$ cat src/rtl/rhlp_pkg.sv
// ----------------------------------------------------------------------------
// Reply header line parser package
// Item types, verdict codes, byte classes and character codes.
// ----------------------------------------------------------------------------
package rhlp_pkg;

  localparam logic [7:0] CharN     = 8'h4E;
  localparam logic [7:0] CharO     = 8'h4F;
  localparam logic [7:0] CharK     = 8'h4B;
  localparam logic [7:0] CharCr    = 8'h0D;
  localparam logic [7:0] CharLf    = 8'h0A;
  localparam logic [7:0] CharSpace = 8'h20;
  localparam logic [7:0] CharNul   = 8'h00;

  localparam logic [3:0] HexDigits = 4'd8;

  typedef enum logic [2:0] {
    VERDICT_OK        = 3'd0,
    VERDICT_REFUSED   = 3'd1,
    VERDICT_MALFORMED = 3'd2,
    VERDICT_TOO_LONG  = 3'd3,
    VERDICT_HUNG_UP   = 3'd4
  } verdict_e;

  typedef enum logic [3:0] {
    CLS_HANGUP,
    CLS_CR,
    CLS_LF,
    CLS_ZERO,
    CLS_DIGIT,
    CLS_HEXALPHA,
    CLS_N,
    CLS_O,
    CLS_K,
    CLS_SPACE,
    CLS_OTHER
  } cls_kind_e;

  typedef struct packed {
    logic       action;
    logic [7:0] rx_byte;
  } in_item_t;

  typedef struct packed {
    verdict_e    verdict;
    logic [63:0] reply_length;
    logic [31:0] reply_checksum;
  } out_item_t;

  typedef struct packed {
    cls_kind_e  kind;
    logic [3:0] nibble;
  } cls_t;

endpackage

$ cat src/rtl/rhlp_fifo.sv
// ----------------------------------------------------------------------------
// Reply header line parser queue
// Small register queue with push/full and pop/empty sides.
// ----------------------------------------------------------------------------
module rhlp_fifo #(
  parameter int unsigned Width = 8,
  parameter int unsigned Depth = 2
) (
  input  logic             clk_i,
  input  logic             rst_ni,
  input  logic             push_i,
  input  logic [Width-1:0] wdata_i,
  output logic             full_o,
  input  logic             pop_i,
  output logic [Width-1:0] rdata_o,
  output logic             empty_o
);

  localparam int unsigned PtrW = (Depth > 1) ? $clog2(Depth) : 1;
  localparam int unsigned CntW = $clog2(Depth + 1);

  logic [Width-1:0] mem_q [Depth];
  logic [PtrW-1:0]  wr_ptr_q, rd_ptr_q;
  logic [CntW-1:0]  count_q;
  logic             do_push, do_pop;

  assign full_o  = (count_q == CntW'(Depth));
  assign empty_o = (count_q == '0);
  assign do_push = push_i && !full_o;
  assign do_pop  = pop_i && !empty_o;
  assign rdata_o = mem_q[rd_ptr_q];

  always_ff @(posedge clk_i) begin
    if (do_push) begin
      mem_q[wr_ptr_q] <= wdata_i;
    end
  end

  always_ff @(posedge clk_i or negedge rst_ni) begin
    if (!rst_ni) begin
      wr_ptr_q <= '0;
      rd_ptr_q <= '0;
      count_q  <= '0;
    end else begin
      if (do_push) begin
        wr_ptr_q <= (wr_ptr_q == PtrW'(Depth - 1)) ? '0 : wr_ptr_q + 1'b1;
      end
      if (do_pop) begin
        rd_ptr_q <= (rd_ptr_q == PtrW'(Depth - 1)) ? '0 : rd_ptr_q + 1'b1;
      end
      case ({do_push, do_pop})
        2'b10:   count_q <= count_q + 1'b1;
        2'b01:   count_q <= count_q - 1'b1;
        default: count_q <= count_q;
      endcase
    end
  end

  assert property (@(posedge clk_i) disable iff (!rst_ni)
    count_q <= CntW'(Depth))
    else $error("queue count beyond depth");

  assert property (@(posedge clk_i) disable iff (!rst_ni)
    (do_push && !do_pop) |=> !empty_o)
    else $error("queue empty after push");

  assert property (@(posedge clk_i) disable iff (!rst_ni)
    (count_q == '0) |-> (wr_ptr_q == rd_ptr_q))
    else $error("queue pointers differ while empty");

endmodule

$ cat src/rtl/rhlp_front.sv
// ----------------------------------------------------------------------------
// Reply header line parser front end
// Classifies each incoming item and drops carriage returns.
// ----------------------------------------------------------------------------
module rhlp_front
  import rhlp_pkg::*;
(
  input  logic     push_i,
  input  in_item_t in_item_i,
  output logic     full_o,
  input  logic     mid_full_i,
  output logic     mid_push_o,
  output cls_t     cls_o
);

  logic [7:0] ch;

  assign ch     = in_item_i.rx_byte;
  assign full_o = mid_full_i;

  always_comb begin
    cls_o.nibble = ch[3:0];
    if (in_item_i.action) begin
      cls_o.kind = CLS_HANGUP;
    end else if (ch == CharCr) begin
      cls_o.kind = CLS_CR;
    end else if (ch == CharLf) begin
      cls_o.kind = CLS_LF;
    end else if (ch == CharNul) begin
      cls_o.kind = CLS_ZERO;
    end else if (ch >= 8'h30 && ch <= 8'h39) begin
      cls_o.kind = CLS_DIGIT;
    end else if ((ch >= 8'h41 && ch <= 8'h46) || (ch >= 8'h61 && ch <= 8'h66)) begin
      cls_o.kind   = CLS_HEXALPHA;
      cls_o.nibble = ch[3:0] + 4'd9;
    end else if (ch == CharN) begin
      cls_o.kind = CLS_N;
    end else if (ch == CharO) begin
      cls_o.kind = CLS_O;
    end else if (ch == CharK) begin
      cls_o.kind = CLS_K;
    end else if (ch == CharSpace) begin
      cls_o.kind = CLS_SPACE;
    end else begin
      cls_o.kind = CLS_OTHER;
    end
  end

  // drop carriage returns
  assign mid_push_o = push_i && !mid_full_i && (cls_o.kind != CLS_CR);

endmodule

$ cat src/rtl/rhlp_back.sv
// ----------------------------------------------------------------------------
// Reply header line parser back end
// Runs the header parse over classified items and issues verdicts.
// ----------------------------------------------------------------------------
module rhlp_back
  import rhlp_pkg::*;
#(
  parameter int unsigned LINE_LIMIT = 160
) (
  input  logic      clk_i,
  input  logic      rst_ni,
  input  cls_t      cls_i,
  input  logic      mid_empty_i,
  output logic      mid_pop_o,
  input  logic      res_full_i,
  output logic      res_push_o,
  output out_item_t res_o
);

  localparam int unsigned PosW = $clog2(LINE_LIMIT);

  typedef enum logic [2:0] {
    PH_FIRST,
    PH_GOT_N,
    PH_GOT_O,
    PH_GOT_OK,
    PH_LENGTH,
    PH_REFUSED,
    PH_HEX
  } phase_e;

  phase_e      phase_q, phase_d;
  logic [PosW-1:0] pos_q, pos_d;
  logic [63:0] len_q, len_d;
  logic        seen_q, seen_d;
  logic [31:0] crc_q, crc_d;
  logic [3:0]  cnt_q, cnt_d;
  logic        mal_q, mal_d;
  logic        ended_q, ended_d;
  logic        go, restart;
  logic [67:0] len_next;

  assign go        = !mid_empty_i && !res_full_i;
  assign mid_pop_o = go;
  assign len_next  = {1'b0, len_q, 3'b000} + {3'b000, len_q, 1'b0} + {64'd0, cls_i.nibble};

  always_comb begin
    phase_d    = phase_q;
    pos_d      = pos_q;
    len_d      = len_q;
    seen_d     = seen_q;
    crc_d      = crc_q;
    cnt_d      = cnt_q;
    mal_d      = mal_q;
    ended_d    = ended_q;
    restart    = 1'b0;
    res_push_o = 1'b0;
    res_o      = '{verdict: VERDICT_OK, reply_length: 64'd0, reply_checksum: 32'd0};
    if (go) begin
      case (cls_i.kind)
        CLS_HANGUP: begin
          res_push_o    = 1'b1;
          res_o.verdict = VERDICT_HUNG_UP;
          restart       = 1'b1;
        end
        CLS_LF: begin
          res_push_o = 1'b1;
          restart    = 1'b1;
          if (phase_q == PH_REFUSED) begin
            res_o.verdict = VERDICT_REFUSED;
          end else if (!mal_q && phase_q == PH_HEX && cnt_q == HexDigits) begin
            res_o.verdict        = VERDICT_OK;
            res_o.reply_length   = len_q;
            res_o.reply_checksum = crc_q;
          end else begin
            res_o.verdict = VERDICT_MALFORMED;
          end
        end
        default: begin
          if (pos_q >= PosW'(LINE_LIMIT - 1)) begin
            res_push_o    = 1'b1;
            res_o.verdict = VERDICT_TOO_LONG;
            restart       = 1'b1;
          end else begin
            pos_d = pos_q + 1'b1;
            if (cls_i.kind == CLS_ZERO) begin
              ended_d = 1'b1;
            end else if (!ended_q && !mal_q) begin
              case (phase_q)
                PH_FIRST: begin
                  if (cls_i.kind == CLS_N) phase_d = PH_GOT_N;
                  else if (cls_i.kind == CLS_O) phase_d = PH_GOT_O;
                  else mal_d = 1'b1;
                end
                PH_GOT_N: begin
                  if (cls_i.kind == CLS_O) phase_d = PH_REFUSED;
                  else mal_d = 1'b1;
                end
                PH_GOT_O: begin
                  if (cls_i.kind == CLS_K) phase_d = PH_GOT_OK;
                  else mal_d = 1'b1;
                end
                PH_GOT_OK: begin
                  if (cls_i.kind == CLS_SPACE) phase_d = PH_LENGTH;
                  else mal_d = 1'b1;
                end
                PH_LENGTH: begin
                  if (cls_i.kind == CLS_DIGIT) begin
                    if (|len_next[67:64]) begin
                      mal_d = 1'b1;
                    end else begin
                      len_d  = len_next[63:0];
                      seen_d = 1'b1;
                    end
                  end else if (cls_i.kind == CLS_SPACE && seen_q) begin
                    phase_d = PH_HEX;
                  end else begin
                    mal_d = 1'b1;
                  end
                end
                PH_HEX: begin
                  if ((cls_i.kind == CLS_DIGIT || cls_i.kind == CLS_HEXALPHA)
                      && cnt_q < HexDigits) begin
                    crc_d = {crc_q[27:0], cls_i.nibble};
                    cnt_d = cnt_q + 1'b1;
                  end else begin
                    mal_d = 1'b1;
                  end
                end
                default: begin
                end
              endcase
            end
          end
        end
      endcase
      if (restart) begin
        phase_d = PH_FIRST;
        pos_d   = '0;
        len_d   = '0;
        seen_d  = 1'b0;
        crc_d   = '0;
        cnt_d   = '0;
        mal_d   = 1'b0;
        ended_d = 1'b0;
      end
    end
  end

  always_ff @(posedge clk_i or negedge rst_ni) begin
    if (!rst_ni) begin
      phase_q <= PH_FIRST;
      pos_q   <= '0;
      len_q   <= '0;
      seen_q  <= 1'b0;
      crc_q   <= '0;
      cnt_q   <= '0;
      mal_q   <= 1'b0;
      ended_q <= 1'b0;
    end else begin
      phase_q <= phase_d;
      pos_q   <= pos_d;
      len_q   <= len_d;
      seen_q  <= seen_d;
      crc_q   <= crc_d;
      cnt_q   <= cnt_d;
      mal_q   <= mal_d;
      ended_q <= ended_d;
    end
  end

  assert property (@(posedge clk_i) disable iff (!rst_ni)
    (phase_q != PH_HEX) |-> (cnt_q == '0 && crc_q == '0))
    else $error("checksum taken outside hex field");

  assert property (@(posedge clk_i) disable iff (!rst_ni)
    !seen_q |-> (len_q == '0))
    else $error("length nonzero without a digit");

  assert property (@(posedge clk_i) disable iff (!rst_ni)
    (res_push_o && res_o.verdict != VERDICT_TOO_LONG) |=>
      (pos_q == '0 && phase_q == PH_FIRST))
    else $error("no restart after verdict");

  assert property (@(posedge clk_i) disable iff (!rst_ni)
    pos_q <= PosW'(LINE_LIMIT - 1))
    else $error("line position beyond limit");

endmodule

$ cat src/rtl/reply_header_line_parser_top.sv
// ----------------------------------------------------------------------------
// Reply header line parser
// Recognises one reply header line per verdict from a byte stream.
// Each result passes the middle queue and then the result queue to its ports.
// Throughput: one item per cycle while neither queue is full; each item other
// than a carriage return, which is dropped on entry, updates the parse state.
// Reset clears both queues and the parse state to the line start.
// ----------------------------------------------------------------------------
module reply_header_line_parser_top
  import rhlp_pkg::*;
#(
  parameter int unsigned LINE_LIMIT = 160
) (
  input  logic      clk_i,
  input  logic      rst_ni,
  input  logic      push,
  output logic      full,
  input  in_item_t  in_item_i,
  output logic      empty,
  input  logic      pop,
  output out_item_t out_item_o
);

  logic      mid_push, mid_full, mid_empty, mid_pop;
  cls_t      cls_in, cls_out;
  logic      res_push, res_full;
  out_item_t res_item;

  rhlp_front u_front (
    .push_i     (push),
    .in_item_i  (in_item_i),
    .full_o     (full),
    .mid_full_i (mid_full),
    .mid_push_o (mid_push),
    .cls_o      (cls_in)
  );

  rhlp_fifo #(
    .Width ($bits(cls_t)),
    .Depth (2)
  ) u_mid_fifo (
    .clk_i   (clk_i),
    .rst_ni  (rst_ni),
    .push_i  (mid_push),
    .wdata_i (cls_in),
    .full_o  (mid_full),
    .pop_i   (mid_pop),
    .rdata_o (cls_out),
    .empty_o (mid_empty)
  );

  rhlp_back #(
    .LINE_LIMIT (LINE_LIMIT)
  ) u_back (
    .clk_i       (clk_i),
    .rst_ni      (rst_ni),
    .cls_i       (cls_out),
    .mid_empty_i (mid_empty),
    .mid_pop_o   (mid_pop),
    .res_full_i  (res_full),
    .res_push_o  (res_push),
    .res_o       (res_item)
  );

  rhlp_fifo #(
    .Width ($bits(out_item_t)),
    .Depth (2)
  ) u_res_fifo (
    .clk_i   (clk_i),
    .rst_ni  (rst_ni),
    .push_i  (res_push),
    .wdata_i (res_item),
    .full_o  (res_full),
    .pop_i   (pop),
    .rdata_o (out_item_o),
    .empty_o (empty)
  );

endmodule
$ cat config.mk
export PLATFORM = sky130hd
export DESIGN_NAME = reply_header_line_parser_top
export DESIGN_NICKNAME = d
export VERILOG_FILES = /design/src/rtl/rhlp_pkg.sv /design/src/rtl/rhlp_fifo.sv /design/src/rtl/rhlp_front.sv /design/src/rtl/rhlp_back.sv /design/src/rtl/reply_header_line_parser_top.sv
export SDC_FILE = /design/constraint.sdc
export NUM_CORES = 1
export LEC_CHECK = 0
export ABC_AREA = 1
export ABC_CLOCK_PERIOD_IN_PS = 12100
export BUFFER_PORTS_ARGS = -buffer_cell sky130_fd_sc_hd__buf_2
export CAP_MARGIN = 20
export CORE_ASPECT_RATIO = 2
export CORE_MARGIN = 5
export CORE_UTILIZATION = 60
export CTS_CLUSTER_DIAMETER = 120
export DETAILED_ROUTE_END_ITERATION = 10
export PLACE_DENSITY = 0.89
export SYNTH_ARGS = -nofsm -noshare
export SYNTH_HDL_FRONTEND = slang
export SYNTH_HIERARCHICAL = 1
export SYNTH_SLANG_ARGS = --single-unit
$ cat constraint.sdc
create_clock -name clk_i -period 12.1 [get_ports clk_i]
set_input_delay 2.42 -clock clk_i [delete_from_list [all_inputs] [get_ports clk_i]]
set_output_delay 2.42 -clock clk_i [all_outputs]
set_load 0.03 [all_outputs]
# After elaboration in Yosys (flattened, before gate mapping)
# Memory sizes are Yosys's and may differ from the RTL's.
# Index checks and enable logic that the tools add are counted.
# word_totals
register_bits	122
n_memories	2
ramBits	214
out_inout_bits	101
# mem_list
memory	depth	word_bits	read_ports	rd_ports_with_merged_regs	write_ports	line_no	source
u_res_fifo.mem_q	2	99	1	0	1	rhlp_fifo.sv:22	logic [Width-1:0] mem_q [Depth];
u_mid_fifo.mem_q	2	8	1	0	1	rhlp_fifo.sv:22	
# op_classes
n_mux	102
n_addsub	13
eq_ne	44
n_lt_le_gt_ge	8
reduce_logical	46
# ops
operator	count
$mux W64	8
$mux W96	3
$mux W32	7
$mux W99	1
$mux W4	21
$add A67 B65 Y68	1
$add A68 B4 Y68	1
$mux W3	13
$mux W1	37
$eq A8 B7 Y1 const B	3
$mux W8	3
$reduce_and A12 Y1	2
$eq A4 B3 Y1 const B	4
$eq A8 B4 Y1 const B	2
$ge A8 B7 Y1 const B	2
$le A8 B7 Y1 const B	2
$reduce_bool A2 Y1	8
$logic_and A1 B1 Y1	15
$ne A3 B3 Y1 const B	5
$pmux W3 S5	1
$eq A4 B4 Y1 const B	3
$ne A3 B1 Y1 const B	4
$eq A3 B3 Y1 const B	3
$add A8 B1 Y8 const B	1
38 further kinds	63

# Depth between registers and ports, before layout
# depth
ltp_word	16
depth_mapped	28

# Hierarchy
# The synthesis kept the hierarchy.
# by_module_without_submodules
module	instances	seq_area_each_um2	area_per_inst_um2	cells_per_inst
rhlp_back	1	2852.7	12189.2	1876
rhlp_fifo (u_res_fifo)	1	6045.8	7460.9	549
rhlp_fifo (u_mid_fifo)	1	580.6	810.8	74
rhlp_front	1	0.0	479.2	87

# Least setup slack after synthesis
# Ideal clock, no wire load.
# synth_timing
path_kind	reg-to-reg
from	register u_mid_fifo.rd_ptr_q
to	memory u_res_fifo/mem_q[1][0] in the netlist's numbering (enable)
t_arrival_ns	5.954
path_buffers	3
path_slack_ns	5.588
required_time_ns	11.542
stages_incl_launch_ff	14
cell_sequence	dfrtp_1 buf_2 inv_2 nand2_1 nand2_1 nor2_1 inv_1 nor2_1 nor2_1 buf_2 nor2_1 clkbuf_1 o21ai_1 nor2_1
# synth_lines
element	line_no	source
start: declaration	rhlp_fifo.sv:23	logic [PtrW-1:0] wr_ptr_q, rd_ptr_q;
start signal: assignment	rhlp_fifo.sv:49	rd_ptr_q <= (rd_ptr_q == PtrW'(Depth - 1)) ? '0 : rd_ptr_q + 1'b1;
end: declaration	rhlp_fifo.sv:22	

==> reports/results.ini <==
[floorplan]
floorplan.die_area_mm2=0.03896
die_w_um=142.1
io_pins=114
placementRows=96
die_h_um=274.2
start_util_pct=60.74
design.core.area_mm2=0.03447

[logic_synthesis]
ys_seq_area_share_pct=45.27
yosysTopAreaCellShare_pct=30.69
synth_most_common_cell=nand2_1
ys_warn_count=6
postSynthAreaPerCell_um2=8.097
ys.flop_type=edfxtp_1
syn_nets=2737
synth_area_leaders=edfxtp_1 (31%), nand2_1 (15%), dfrtp_1 (15%), ha_1 (8.1%), inv_1 (4.9%)
async_flop_share_pct=36.31
syn_inst=2586
synth_cell_types=44
yosysTopAreaCell=edfxtp_1
synth_edf_count=214
synth_seq_cells=336
syn_area_mm2=0.02094
synth_common_cells=nand2_1 (853), inv_1 (276), nor2_1 (221)

[run]
drv_cap=0

[timing]
finClkSkew_ps=18.44
finalHoldViolCount=0
worst_pin_slew_ps=1120
max_freq_mhz=188.8
setup_violations=0
fin_crit_ps=5298
final_max_slew_viol_count=0
fin_crit_sh_pct=43.78
rsz0062_at_grt=false
setup_tns_ps=0
max_slew_margin_pct=25.30

[worst_setup_path]
cp.required_ps=12600
crit_fanout=66
crit_path_cell_trace=inv_2 -> nand2_1 -> nand2_1 -> inv_1 -> fa_1 -> fa_1 -> inv_1 -> nand2_1 -> nand2_1 -> nand3_1 -> nand2_1 -> nand2_1 -> nand2_2 -> nand2_1 -> nand2_2 -> nand2_2 -> nand3_1 -> nand2_2 -> nor2_4 -> nand3_4 -> nand2_4 -> nand2_1 -> nand2_1
crit_path_frequent_cell=nand2_1
crit_arrival_ps=5800
crit_type=reg2reg
start_kind=flop
cp-end-kind=flop
slowest_delay_ps=1150
slowest_stage=nand2_4

[layout]
fin_util_pct=65.83
drive_above_1_share_pct=11.51
area_growth_pct=8.377
final_area_mm2=0.02269
fin_cells=3126
antennaDiodeCount=0
layout.nets=2814

[grt]
grt_pass1_vias=18400
grt_pass1_wl_um=94810
overflow=0
grt_use_total_pct=30.88
antenna_found_initial=0
grt_max_degree=101

[pwr]
p_total_uw=4783
ir_worst_vdd_v=0.0001695
p_per_area_mw_per_mm2=210.7
p_leak_uw=0.01097

[place]
dp.cells=3070
port_buffers=113
placedInstanceArea_mm2=0.02163
place_congestion=1.090
detailed_place_hpwl_um=44580

[clock_tree]
cts_max_level=1
postCtsHoldBufs=0
cts_tree=done
clk_pin_slew_ps=70
clock-sinks=336
cts_resized=0
clock_path_buffers=3
clk_latency_ps=570
cts-root-buf=clkbuf_16
cts_inserted_buffers=29
cts_setup_buffers=0

[routing]
wl_per_cell_um=19.24
drtAntennaViolNets=0
drt-total-wl_um=60140
viasPerCell=5.687
first_pass_iters=5
drcViolationCount=0
drt-initial-drc-count=1202
num_vias=17780

[worst_hold_path]
hold_class=reg2reg

[run_status]
status=completed

layer usage:
layer | part of all wire [%] | wire (µm) | vias up | GRT usage [%]
li1 | - | - | 8525 | -
met1 | 32 | 19370 | 8370 | 29.76
met2 | 54 | 32770 | 632 | 58.80
met3 | 3.9 | 2363 | 251 | 2.688
met4 | 9.4 | 5634 | 0 | 23.43
met5 | 0 | 0 | - | 0
layout make-up:
class	count	area (µm²)
Clock buffer	39	803.3
Clock inverter	14	192.7
Fill cell	2787	11780
Inverter	300	1129
Multi-Input combinational cell	1867	9802
Sequential cell	336	9483
Tap cell	441	551.8
Timing Repair Buffer	129	733.2
flip-flops by register name, summed over array words and instances (netlist names), 2 cells and up:
register            flops
u_back/pos_q            8
u_res_fifo/count_q      2
u_back/cnt_q            4
u_mid_fifo/mem_q       16
u_mid_fifo/count_q      2
u_back/phase_q          3
u_back/crc_q           32
u_back/len_q           64
u_res_fifo/mem_q      198
cell usage in the layout, fill, tap and decap left out, types with 3 or more instances in the layout:
cell type / Yosys / layout
a21oi_1: 100 / 100
nand2_4: 2 / 3
nand2_1: 853 / 852
dfrtp_1: 122 / 121
clkbuf_16: 0 / 29
xor2_1: 14 / 14
o22ai_1: 15 / 15
nor2_2: 17 / 17
buf_2: 18 / 112
clkbuf_8: 0 / 4
o21bai_1: 17 / 17
nor3_1: 55 / 55
edfxtp_1: 214 / 214
inv_2: 22 / 23
nor3_2: 5 / 5
nor4_1: 8 / 8
xnor2_1: 36 / 36
ha_1: 136 / 136
nor2_1: 221 / 220
o21ai_0: 56 / 56
nand4_1: 12 / 12
nor3b_1: 64 / 64
inv_6: 0 / 3
o21ai_1: 6 / 6
nand2_2: 70 / 70
bufinv_16: 0 / 4
a31oi_1: 6 / 6
buf_4: 7 / 14
clkbuf_1: 40 / 6
o211ai_1: 3 / 3
nor2_4: 6 / 7
inv_1: 276 / 275
a21o_1: 5 / 5
nand3_1: 143 / 143
worst max-delay path, delay by kind of cell (launching register included):
kind / cells / cell delay (ps)
adder cells (fa/ha/maj): 2 / 980
flip-flops: 1 / 500
AND/OR/NAND/NOR: 18 / 3340
buffers and inverters: 3 / 360
kinds of logic (layout without fill, tap and decap cells):
family,count (synthesis),in the layout,synth area share [%]
flops,336,336,45.27
simple gates,1466,1466,30.74
fa+ha+maj,138,138,8.317
buf+inv,383,482,7.995
xor+xnor,50,50,2.091
compound gates,213,213,5.587
final timing paths:
| kind | startpoint | end | slack [ps] | cells past startpoint |
|---|---|---|---|---|
| hold reg to reg | u_mid_fifo/wr_ptr_q | u_mid_fifo/wr_ptr_q | 510 | 2 |
| setup reg to reg | u_mid_fifo/rd_ptr_q | u_back/len_q[6] | 6800 | 23 |
| max in group asynchronous | rst_ni | u_back/len_q[26] | 8730 | 2 |
| setup / recovery | u_mid_fifo/rd_ptr_q | u_back/len_q[6] | 6800 | 23 |
| hold / removal | u_mid_fifo/wr_ptr_q | u_mid_fifo/wr_ptr_q | 510 | 2 |
| min in group asynchronous | rst_ni | u_back/crc_q[9] | 1900 | 1 |
per-stage QoR:
stage / hold WS, ps / worst slack [ps]
3_5_place_dp: 505.6 / 6921
4_1_cts: 523.5 / 6824
3_3_place_gp: 453.9 / 7082
5_1_grt: 540.8 / 6438
6_report: 514.6 / 6802
2_1_floorplan: 441.7 / 5588
report_power, final:
| group | switching (µW) | total (µW) | internal, µW |
|---|---|---|---|
| combinational | 1580 | 2200 | 616 |
| sequential | 160 | 1610 | 1450 |
| clock | 421 | 976 | 555 |
Power figures use the tool's default switching activity.
